[src/design/kpc_pkg.sv]
// kpc_pkg: shared constants and types for the key press classifier
// no dependencies
`timescale 1ns / 1ps
`default_nettype none

package kpc_pkg;

    localparam int CFG_INDEX_BITS = 4;
    localparam int CFG_DATA_BITS  = 16;

    typedef logic [CFG_INDEX_BITS-1:0] cfg_index_t;
    typedef logic [CFG_DATA_BITS-1:0]  cfg_data_t;

    localparam cfg_index_t REG_LONG_PRESS    = cfg_index_t'(0);
    localparam cfg_index_t REG_SHORT_CONFIRM = cfg_index_t'(1);

    localparam cfg_data_t LONG_PRESS_RESET    = cfg_data_t'(100);
    localparam cfg_data_t SHORT_CONFIRM_RESET = cfg_data_t'(30);

    typedef logic [1:0] phase_t;

    localparam phase_t PHASE_IDLE     = 2'd0;
    localparam phase_t PHASE_DEBOUNCE = 2'd1;
    localparam phase_t PHASE_PRESSED  = 2'd2;

endpackage

`default_nettype wire

[src/design/kpc_key_if.sv]
// kpc_key_if: request channel carrying one scan of raw key levels
// no dependencies
`timescale 1ns / 1ps
`default_nettype none

interface kpc_key_if #(
    parameter int NUM_KEYS = 4
);
    logic                valid;
    logic                ready;
    logic [NUM_KEYS-1:0] key_levels;

    modport source (output valid, output key_levels, input ready);
    modport sink   (input valid, input key_levels, output ready);
endinterface

`default_nettype wire

[src/design/kpc_result_if.sv]
// kpc_result_if: request channel carrying short and long press flags
// no dependencies
`timescale 1ns / 1ps
`default_nettype none

interface kpc_result_if #(
    parameter int NUM_KEYS = 4
);
    logic                valid;
    logic                ready;
    logic [NUM_KEYS-1:0] short_events;
    logic [NUM_KEYS-1:0] long_held;

    modport source (output valid, output short_events, output long_held, input ready);
    modport sink   (input valid, input short_events, input long_held, output ready);
endinterface

`default_nettype wire

[src/design/kpc_cfg_if.sv]
// kpc_cfg_if: register write channel, index and data
// depends on kpc_pkg
`timescale 1ns / 1ps
`default_nettype none

interface kpc_cfg_if;
    import kpc_pkg::*;

    logic       valid;
    logic       ready;
    cfg_index_t index;
    cfg_data_t  data;

    modport source (output valid, output index, output data, input ready);
    modport sink   (input valid, input index, input data, output ready);
endinterface

`default_nettype wire

[src/design/key_press_classifier.sv]
// key_press_classifier: per-key debounce with short and long press detection
// depends on kpc_pkg, kpc_key_if, kpc_result_if, kpc_cfg_if
//
// usage
//   keys    : one request per scan tick, bit i is the raw level of key i, 0 = pressed
//   results : one request per tick, short_events pulses when a short press is
//             confirmed, long_held is set on every held tick past the long threshold
//   cfg     : register writes, index 0 long press ticks, index 1 short confirm
//             ticks, always ready; write only while no tick is in flight
// timing
//   a tick is registered on acceptance, then classified and written to the
//   result register on the next edge: two cycles from request to result
//   one tick per cycle sustained; the per-key counters and phases update in
//   a single cycle, so nothing iterates
// reset
//   all keys idle, no window open, counters zero, registers at 100 and 30
// stall
//   while results is stalled the result register holds, the input register
//   fills, and keys then stays not ready until the result is taken
`timescale 1ns / 1ps
`default_nettype none

module key_press_classifier #(
    parameter int NUM_KEYS   = 4,
    parameter int COUNT_BITS = 16
) (
    input  wire logic clk,
    input  wire logic rst_n,
    kpc_key_if.sink       keys,
    kpc_result_if.source  results,
    kpc_cfg_if.sink       cfg
);
    import kpc_pkg::*;

    localparam int CMP_BITS = (COUNT_BITS > CFG_DATA_BITS) ? COUNT_BITS : CFG_DATA_BITS;

    typedef logic [COUNT_BITS-1:0] count_t;
    typedef logic [CMP_BITS-1:0]   cmp_t;

    localparam count_t COUNT_MAX = {COUNT_BITS{1'b1}};

    cfg_data_t long_press_reg;
    cfg_data_t short_confirm_reg;

    logic                in_valid_reg;
    logic [NUM_KEYS-1:0] levels_reg;

    logic                out_valid_reg;
    logic [NUM_KEYS-1:0] short_reg;
    logic [NUM_KEYS-1:0] long_reg;

    phase_t              phase_reg  [NUM_KEYS];
    count_t              hold_reg   [NUM_KEYS];
    logic [NUM_KEYS-1:0] wopen_reg;
    count_t              wcount_reg [NUM_KEYS];

    phase_t              phase_next  [NUM_KEYS];
    count_t              hold_next   [NUM_KEYS];
    logic [NUM_KEYS-1:0] wopen_next;
    count_t              wcount_next [NUM_KEYS];
    logic [NUM_KEYS-1:0] short_next;
    logic [NUM_KEYS-1:0] long_next;

    logic advance;
    logic take_in;

    assign advance = in_valid_reg && (!out_valid_reg || results.ready);
    assign take_in = keys.valid && keys.ready;

    assign keys.ready           = !in_valid_reg || advance;
    assign cfg.ready            = 1'b1;
    assign results.valid        = out_valid_reg;
    assign results.short_events = short_reg;
    assign results.long_held    = long_reg;

    always_comb
    begin
        for (int i = 0; i < NUM_KEYS; i++)
        begin
            phase_next[i]  = phase_reg[i];
            hold_next[i]   = hold_reg[i];
            wopen_next[i]  = wopen_reg[i];
            wcount_next[i] = wcount_reg[i];
            short_next[i]  = 1'b0;
            long_next[i]   = 1'b0;

            case (phase_reg[i])
                PHASE_DEBOUNCE:
                begin
                    phase_next[i] = !levels_reg[i] ? PHASE_PRESSED : PHASE_IDLE;
                end
                PHASE_PRESSED:
                begin
                    if (levels_reg[i])
                    begin
                        if (cmp_t'(hold_reg[i]) < cmp_t'(long_press_reg))
                        begin
                            if (!wopen_reg[i])
                            begin
                                wopen_next[i]  = 1'b1;
                                wcount_next[i] = '0;
                            end
                        end
                        else
                        begin
                            wopen_next[i] = 1'b0;
                        end
                        phase_next[i] = PHASE_IDLE;
                    end
                    else
                    begin
                        if (hold_reg[i] != COUNT_MAX)
                        begin
                            hold_next[i] = hold_reg[i] + count_t'(1);
                        end
                        long_next[i] = cmp_t'(hold_next[i]) >= cmp_t'(long_press_reg);
                    end
                end
                default:
                begin
                    // idle and the unused phase code
                    if (!levels_reg[i])
                    begin
                        phase_next[i] = PHASE_DEBOUNCE;
                        hold_next[i]  = '0;
                    end
                    else
                    begin
                        phase_next[i] = PHASE_IDLE;
                    end
                end
            endcase

            if (wopen_next[i])
            begin
                if (wcount_next[i] != COUNT_MAX)
                begin
                    wcount_next[i] = wcount_next[i] + count_t'(1);
                end
                if (cmp_t'(wcount_next[i]) >= cmp_t'(short_confirm_reg))
                begin
                    short_next[i] = 1'b1;
                    wopen_next[i] = 1'b0;
                end
            end
        end
    end

    always_ff @(posedge clk or negedge rst_n)
    begin
        if (!rst_n)
        begin
            long_press_reg    <= LONG_PRESS_RESET;
            short_confirm_reg <= SHORT_CONFIRM_RESET;
        end
        else if (cfg.valid)
        begin
            if (cfg.index == REG_LONG_PRESS)
            begin
                long_press_reg <= cfg.data;
            end
            else if (cfg.index == REG_SHORT_CONFIRM)
            begin
                short_confirm_reg <= cfg.data;
            end
        end
    end

    always_ff @(posedge clk or negedge rst_n)
    begin
        if (!rst_n)
        begin
            in_valid_reg  <= 1'b0;
            out_valid_reg <= 1'b0;
        end
        else
        begin
            if (keys.ready)
            begin
                in_valid_reg <= keys.valid;
            end
            if (advance)
            begin
                out_valid_reg <= 1'b1;
            end
            else if (results.ready)
            begin
                out_valid_reg <= 1'b0;
            end
        end
    end

    // key state moves on only when a tick is classified
    always_ff @(posedge clk or negedge rst_n)
    begin
        if (!rst_n)
        begin
            wopen_reg <= '0;
            for (int i = 0; i < NUM_KEYS; i++)
            begin
                phase_reg[i]  <= PHASE_IDLE;
                hold_reg[i]   <= '0;
                wcount_reg[i] <= '0;
            end
        end
        else if (advance)
        begin
            wopen_reg <= wopen_next;
            for (int i = 0; i < NUM_KEYS; i++)
            begin
                phase_reg[i]  <= phase_next[i];
                hold_reg[i]   <= hold_next[i];
                wcount_reg[i] <= wcount_next[i];
            end
        end
    end

    always_ff @(posedge clk)
    begin
        if (take_in)
        begin
            levels_reg <= keys.key_levels;
        end
        if (advance)
        begin
            short_reg <= short_next;
            long_reg  <= long_next;
        end
    end

endmodule

`default_nettype wire
[src/flat_wrapper.sv]
// flat-port wrapper written by rule: the top's interface ports become plain ports
module key_press_classifier_flat import kpc_pkg::*;
#(
    parameter int NUM_KEYS   = 4,
    parameter int COUNT_BITS = 16
)
  (clk, rst_n, keys_valid, keys_key_levels, keys_ready, results_valid, results_short_events, results_long_held, results_ready, cfg_valid, cfg_index, cfg_data, cfg_ready);
  kpc_key_if #(.NUM_KEYS(NUM_KEYS)) keys_i ();
  kpc_result_if #(.NUM_KEYS(NUM_KEYS)) results_i ();
  kpc_cfg_if cfg_i ();
  input  wire logic clk;
  input  wire logic rst_n;
  input wire logic [$bits(keys_i.valid)-1:0] keys_valid;
  input wire logic [$bits(keys_i.key_levels)-1:0] keys_key_levels;
  output wire logic [$bits(keys_i.ready)-1:0] keys_ready;
  output wire logic [$bits(results_i.valid)-1:0] results_valid;
  output wire logic [$bits(results_i.short_events)-1:0] results_short_events;
  output wire logic [$bits(results_i.long_held)-1:0] results_long_held;
  input wire logic [$bits(results_i.ready)-1:0] results_ready;
  input wire logic [$bits(cfg_i.valid)-1:0] cfg_valid;
  input wire logic [$bits(cfg_i.index)-1:0] cfg_index;
  input wire logic [$bits(cfg_i.data)-1:0] cfg_data;
  output wire logic [$bits(cfg_i.ready)-1:0] cfg_ready;
  assign keys_i.valid = keys_valid;
  assign keys_i.key_levels = keys_key_levels;
  assign keys_ready = keys_i.ready;
  assign results_valid = results_i.valid;
  assign results_short_events = results_i.short_events;
  assign results_long_held = results_i.long_held;
  assign results_i.ready = results_ready;
  assign cfg_i.valid = cfg_valid;
  assign cfg_i.index = cfg_index;
  assign cfg_i.data = cfg_data;
  assign cfg_ready = cfg_i.ready;
  key_press_classifier #(.NUM_KEYS(NUM_KEYS), .COUNT_BITS(COUNT_BITS)) u_core (.clk(clk), .rst_n(rst_n), .keys(keys_i), .results(results_i), .cfg(cfg_i));
endmodule
[config.mk]
export PLATFORM = sky130hd
export DESIGN_NAME = key_press_classifier_flat
export DESIGN_NICKNAME = d
export VERILOG_FILES = /design/src/design/kpc_pkg.sv /design/src/design/kpc_key_if.sv /design/src/design/kpc_result_if.sv /design/src/design/kpc_cfg_if.sv /design/src/design/key_press_classifier.sv /design/src/flat_wrapper.sv
export SDC_FILE = /design/constraint.sdc
export NUM_CORES = 1
export LEC_CHECK = 0
export BUFFER_PORTS_ARGS = -buffer_cell sky130_fd_sc_hd__buf_2
export CELL_PAD_IN_SITES_DETAIL_PLACEMENT = 1
export CELL_PAD_IN_SITES_GLOBAL_PLACEMENT = 1
export CORE_ASPECT_RATIO = 1.25
export CORE_MARGIN = 8
export CORE_UTILIZATION = 35
export CTS_CLUSTER_SIZE = 10
export DETAILED_ROUTE_END_ITERATION = 7
export HOLD_SLACK_MARGIN = 0.1
export PLACE_DENSITY_LB_ADDON = 0.25
export SYNTH_ARGS = -nofsm -noshare
export SYNTH_HDL_FRONTEND = slang
export SYNTH_SLANG_ARGS = --single-unit
[constraint.sdc]
create_clock -name clk -period 5.2 [get_ports clk]
set_input_delay 1.04 -clock clk [delete_from_list [all_inputs] [get_ports clk]]
set_output_delay 1.04 -clock clk [all_outputs]
set_load 0.02 [all_outputs]
==> out/qor.yml <==
place:
  gp_congestion: 0.830
  preCtsSetupSlack_ns: 0.00571
  place_hpwl_um: 36200
  portBuffers: 38
global_route:
  antenna_found_initial: 1
  grt_pass1_vias: 14244
  grt_overflow: 0
  grtUsageTotal: 0.189
  grt_pass1_wl_um: 77200
  grt_max_degree: 97
finish:
  nets: 2049
  drive_above_1_share: 0.120
  antenna-diode-count: 0
  area_delta_synth_final_pct: 11.8
sta:
  max_freq_ghz: 0.203
  clock_skew_ns: 0.0141
  finalHoldViolCount: 0
  tns_ns: 0
  post-route-period-util: 0.947
  slew_viol_final: 0
  layout_min_cycle_time_ns: 4.93
  tightest_slew_ns: 0.927
  setup_violations: 0
  maxSlewHeadroom: 0.378
  layout_setup_ws_ns: 0.275
clock_network:
  cts_root_buf: "clkbuf_16"
  ctsHtreeMaxLevel: 4
  path_clk_slew_ns: 0.08
  hold_buffers: 0
  cts.sinks: 186
  clk_latency_ns: 0.47
  clockBufferDepth: 2
  cts_buffers: 17
  tritoncts: "yes"
floorplan:
  die_h_um: 250
  num_rows: 85
  die-area_um2: 50800
  die_w_um: 203
  start_util: 0.355
  fp.coreArea_um2: 43200
  pin_count: 40
synthesis:
  synth_fp_nets: 1996
  dominantRegCellSynth: "dfrtp_1"
  synth_edf_count: 12
  async_flop_share: 0.935
  ys_top_cells_by_area: "dfrtp_1 27%, ha_1 17%, o21ai_0 4.3%"
  synth_seq_cells: 186
  post-synth-top-area-cell: "dfrtp_1"
  ys_seq_area_frac: 0.308
  syn-instance-count: 1763
  avgSynthCellArea_um2: 8.70
  synth_top_area_frac: 0.273
  ys_types: 84
  syn_area_um2: 15300
  ys_warn_count: 0
pwr:
  power_density_nw_per_um2: 283
  clock_power_share: 0.283
  p_comb_frac: 0.349
  switching_power_uw: 1810
  seq_power_share: 0.368
  power.leakage_uw: 0.00797
  p_int_uw: 3040
  vdd_drop_max_mv: 0.284
  sw_frac_of_total: 0.374
min_path:
  holdPathStages: 1
  hold_path_class: "reg -> reg"
  hp-start: "u_core.short_confirm_reg[10]"
  hold_end: "u_core.short_confirm_reg[10]"
drt:
  vias: 13551
  avgViaCountPerCell: 5.66
  drt_iter0_markers: 562
  routed_wl_um: 47500
  wl_per_cell_um: 19.8
  drtPass1Iterations: 5
  drc_errors: 0
  ant_nets: 0
worst_setup_path:
  cp_cell_sequence: "inv_1 > buf_4 > ha_1 > nand4_1 > o31a_1 > o211a_1 > nor2b_1 > ha_1 > nand3_2 > nor3_2 > nand2b_1 > or2_2 > a21oi_1 > ha_1 > nand2b_1 > a2111oi_1 > a2111oi_2 > nor4b_1 > or3_1 > a21oi_1"
  endpoint_kind: "register"
  cpMostUsedCell: "ha_1"
  critPathLaunchType: "register"
  regToRegSetupSlack_ns: 0.27
  crit_path_max_incr_delay_ns: 0.52
  required_ns: 5.40
  ff2ff_path_depth: 20
  r2r-end: "u_core.results.short_events[1]"
  critPathKind: "reg -> reg"
  path_max_fanout: 7
  cp.arrival_ns: 5.13
  reg2reg_from: "u_core.long_press_reg[5]"
  cp_slowest_cell: "dfstp_2"
flow_run:
  cap_violations: 0
outcome:
  status: "completed"
-- through the flow --
step,hold slack [ns],total power (µW),cell area [µm²],util,std cells
6_report,0.508,4850,17100,0.397,2394
5_1_grt,0.525,5190,17100,0.397,2394
4_1_cts,0.510,4890,17000,0.394,2393
3_5_place_dp,0.493,3490,16400,0.381,2361
3_3_place_gp,0.487,3400,16400,0.381,2361
2_1_floorplan,0.463,2840,15300,-,1763
-- final cells by class --
class                      count  area [µm²]
fill                        5155       26000
multi-input combinational   1433       10200
sequential                   186        4720
tap                          565         707
timing repair buffer          94         632
clock buffer                  23         500
inverter                      84         315
clock inverter                 9        87.6
-- repair_timing --
item,in CTS,in global routing
buffers inserted,0,1
pin swaps,0,4
resized for setup,1,28
endpoints found under the setup margin,1,8
gates cloned,0,0
-- critical path: cells and delay by family (launching register included) --
| kind | cells | cell delay, ns |
|---|---|---|
| simple gates | 9 | 1.60 |
| compound gates | 6 | 1.37 |
| fa+ha+maj | 3 | 0.82 |
| flops | 1 | 0.52 |
| buf+inv | 2 | 0.35 |
-- logic make-up (layout without fill, tap and decap cells) --
family | count (synthesis) | count (layout) | share of synthesized area
and+or+nand+nor | 617 | 617 | 0.200
AOI/OAI and AO/OA | 479 | 479 | 0.206
adders and majority gates | 204 | 204 | 0.166
DFF | 186 | 186 | 0.308
buffers and inverters | 144 | 210 | 0.0364
xor gates and xnor gates | 82 | 82 | 0.0468
muxes | 50 | 50 | 0.0363
other | 1 | 1 | 0.000245
-- power by group through the flow --
stage,Clock (µW),Sequential [µW],Combinational [µW]
floorplan,0,1760,1090
global placement,0,1800,1600
detailed placement,0,1810,1680
CTS,1420,1780,1690
global route,1460,1810,1920
finish,1370,1780,1690
-- metal layers --
metal	share of wire	GRT usage
met3	0.028	0.0245
met2	0.48	0.317
met4	0.032	0.0774
met5	0	0
met1	0.46	0.241
-- worst max-delay path by stage --
stage | from | endpoint | slack [ns] | depth (start not counted)
after floorplan | u_core.long_press_reg[2] | u_core.results.short_events[2] | 0.17 | 23
after global placement | u_core.long_press_reg[5] | u_core.results.short_events[0] | 0.17 | 20
after detailed placement | u_core.long_press_reg[6] | u_core.results.short_events[3] | 0.006 | 22
after CTS | u_core.long_press_reg[2] | u_core.results.short_events[2] | 0.07 | 22
after global routing | u_core.long_press_reg[5] | u_core.results.short_events[1] | -0.11 | 20
final | u_core.long_press_reg[5] | u_core.results.short_events[1] | 0.27 | 20
-- Yosys cell counts, types with 37 or more instances --
master    instances
a21o_1           42
a21oi_1         103
a22o_1           38
clkbuf_1         44
dfrtp_1         167
ha_1            204
inv_1            83
mux2_2           37
nand2_1         147
nand2b_1         42
nand3_1          72
nor2_1          158
nor3_1           38
o21ai_0         132
xnor2_1          49
-- layout by cell type (no fill, tap or decap), types with 19 or more instances in the layout --
| master | n |
|---|---|
| ha_1 | 202 |
| dfrtp_1 | 167 |
| nor2_1 | 158 |
| nand2_1 | 147 |
| o21ai_0 | 128 |
| a21oi_1 | 103 |
| inv_1 | 83 |
| nand3_1 | 68 |
| buf_4 | 55 |
| xnor2_1 | 49 |
| nand2b_1 | 42 |
| a21o_1 | 42 |
| a22o_1 | 38 |
| mux2_2 | 37 |
| buf_2 | 37 |
| nand4_1 | 36 |
| nor3_1 | 35 |
| xor2_1 | 33 |
| and3_1 | 28 |
| o31ai_1 | 27 |
| o21a_1 | 23 |
| nor2b_1 | 23 |
| a31oi_1 | 19 |
| clkbuf_16 | 19 |
Note: power is estimated with default switching activity, not from simulation.
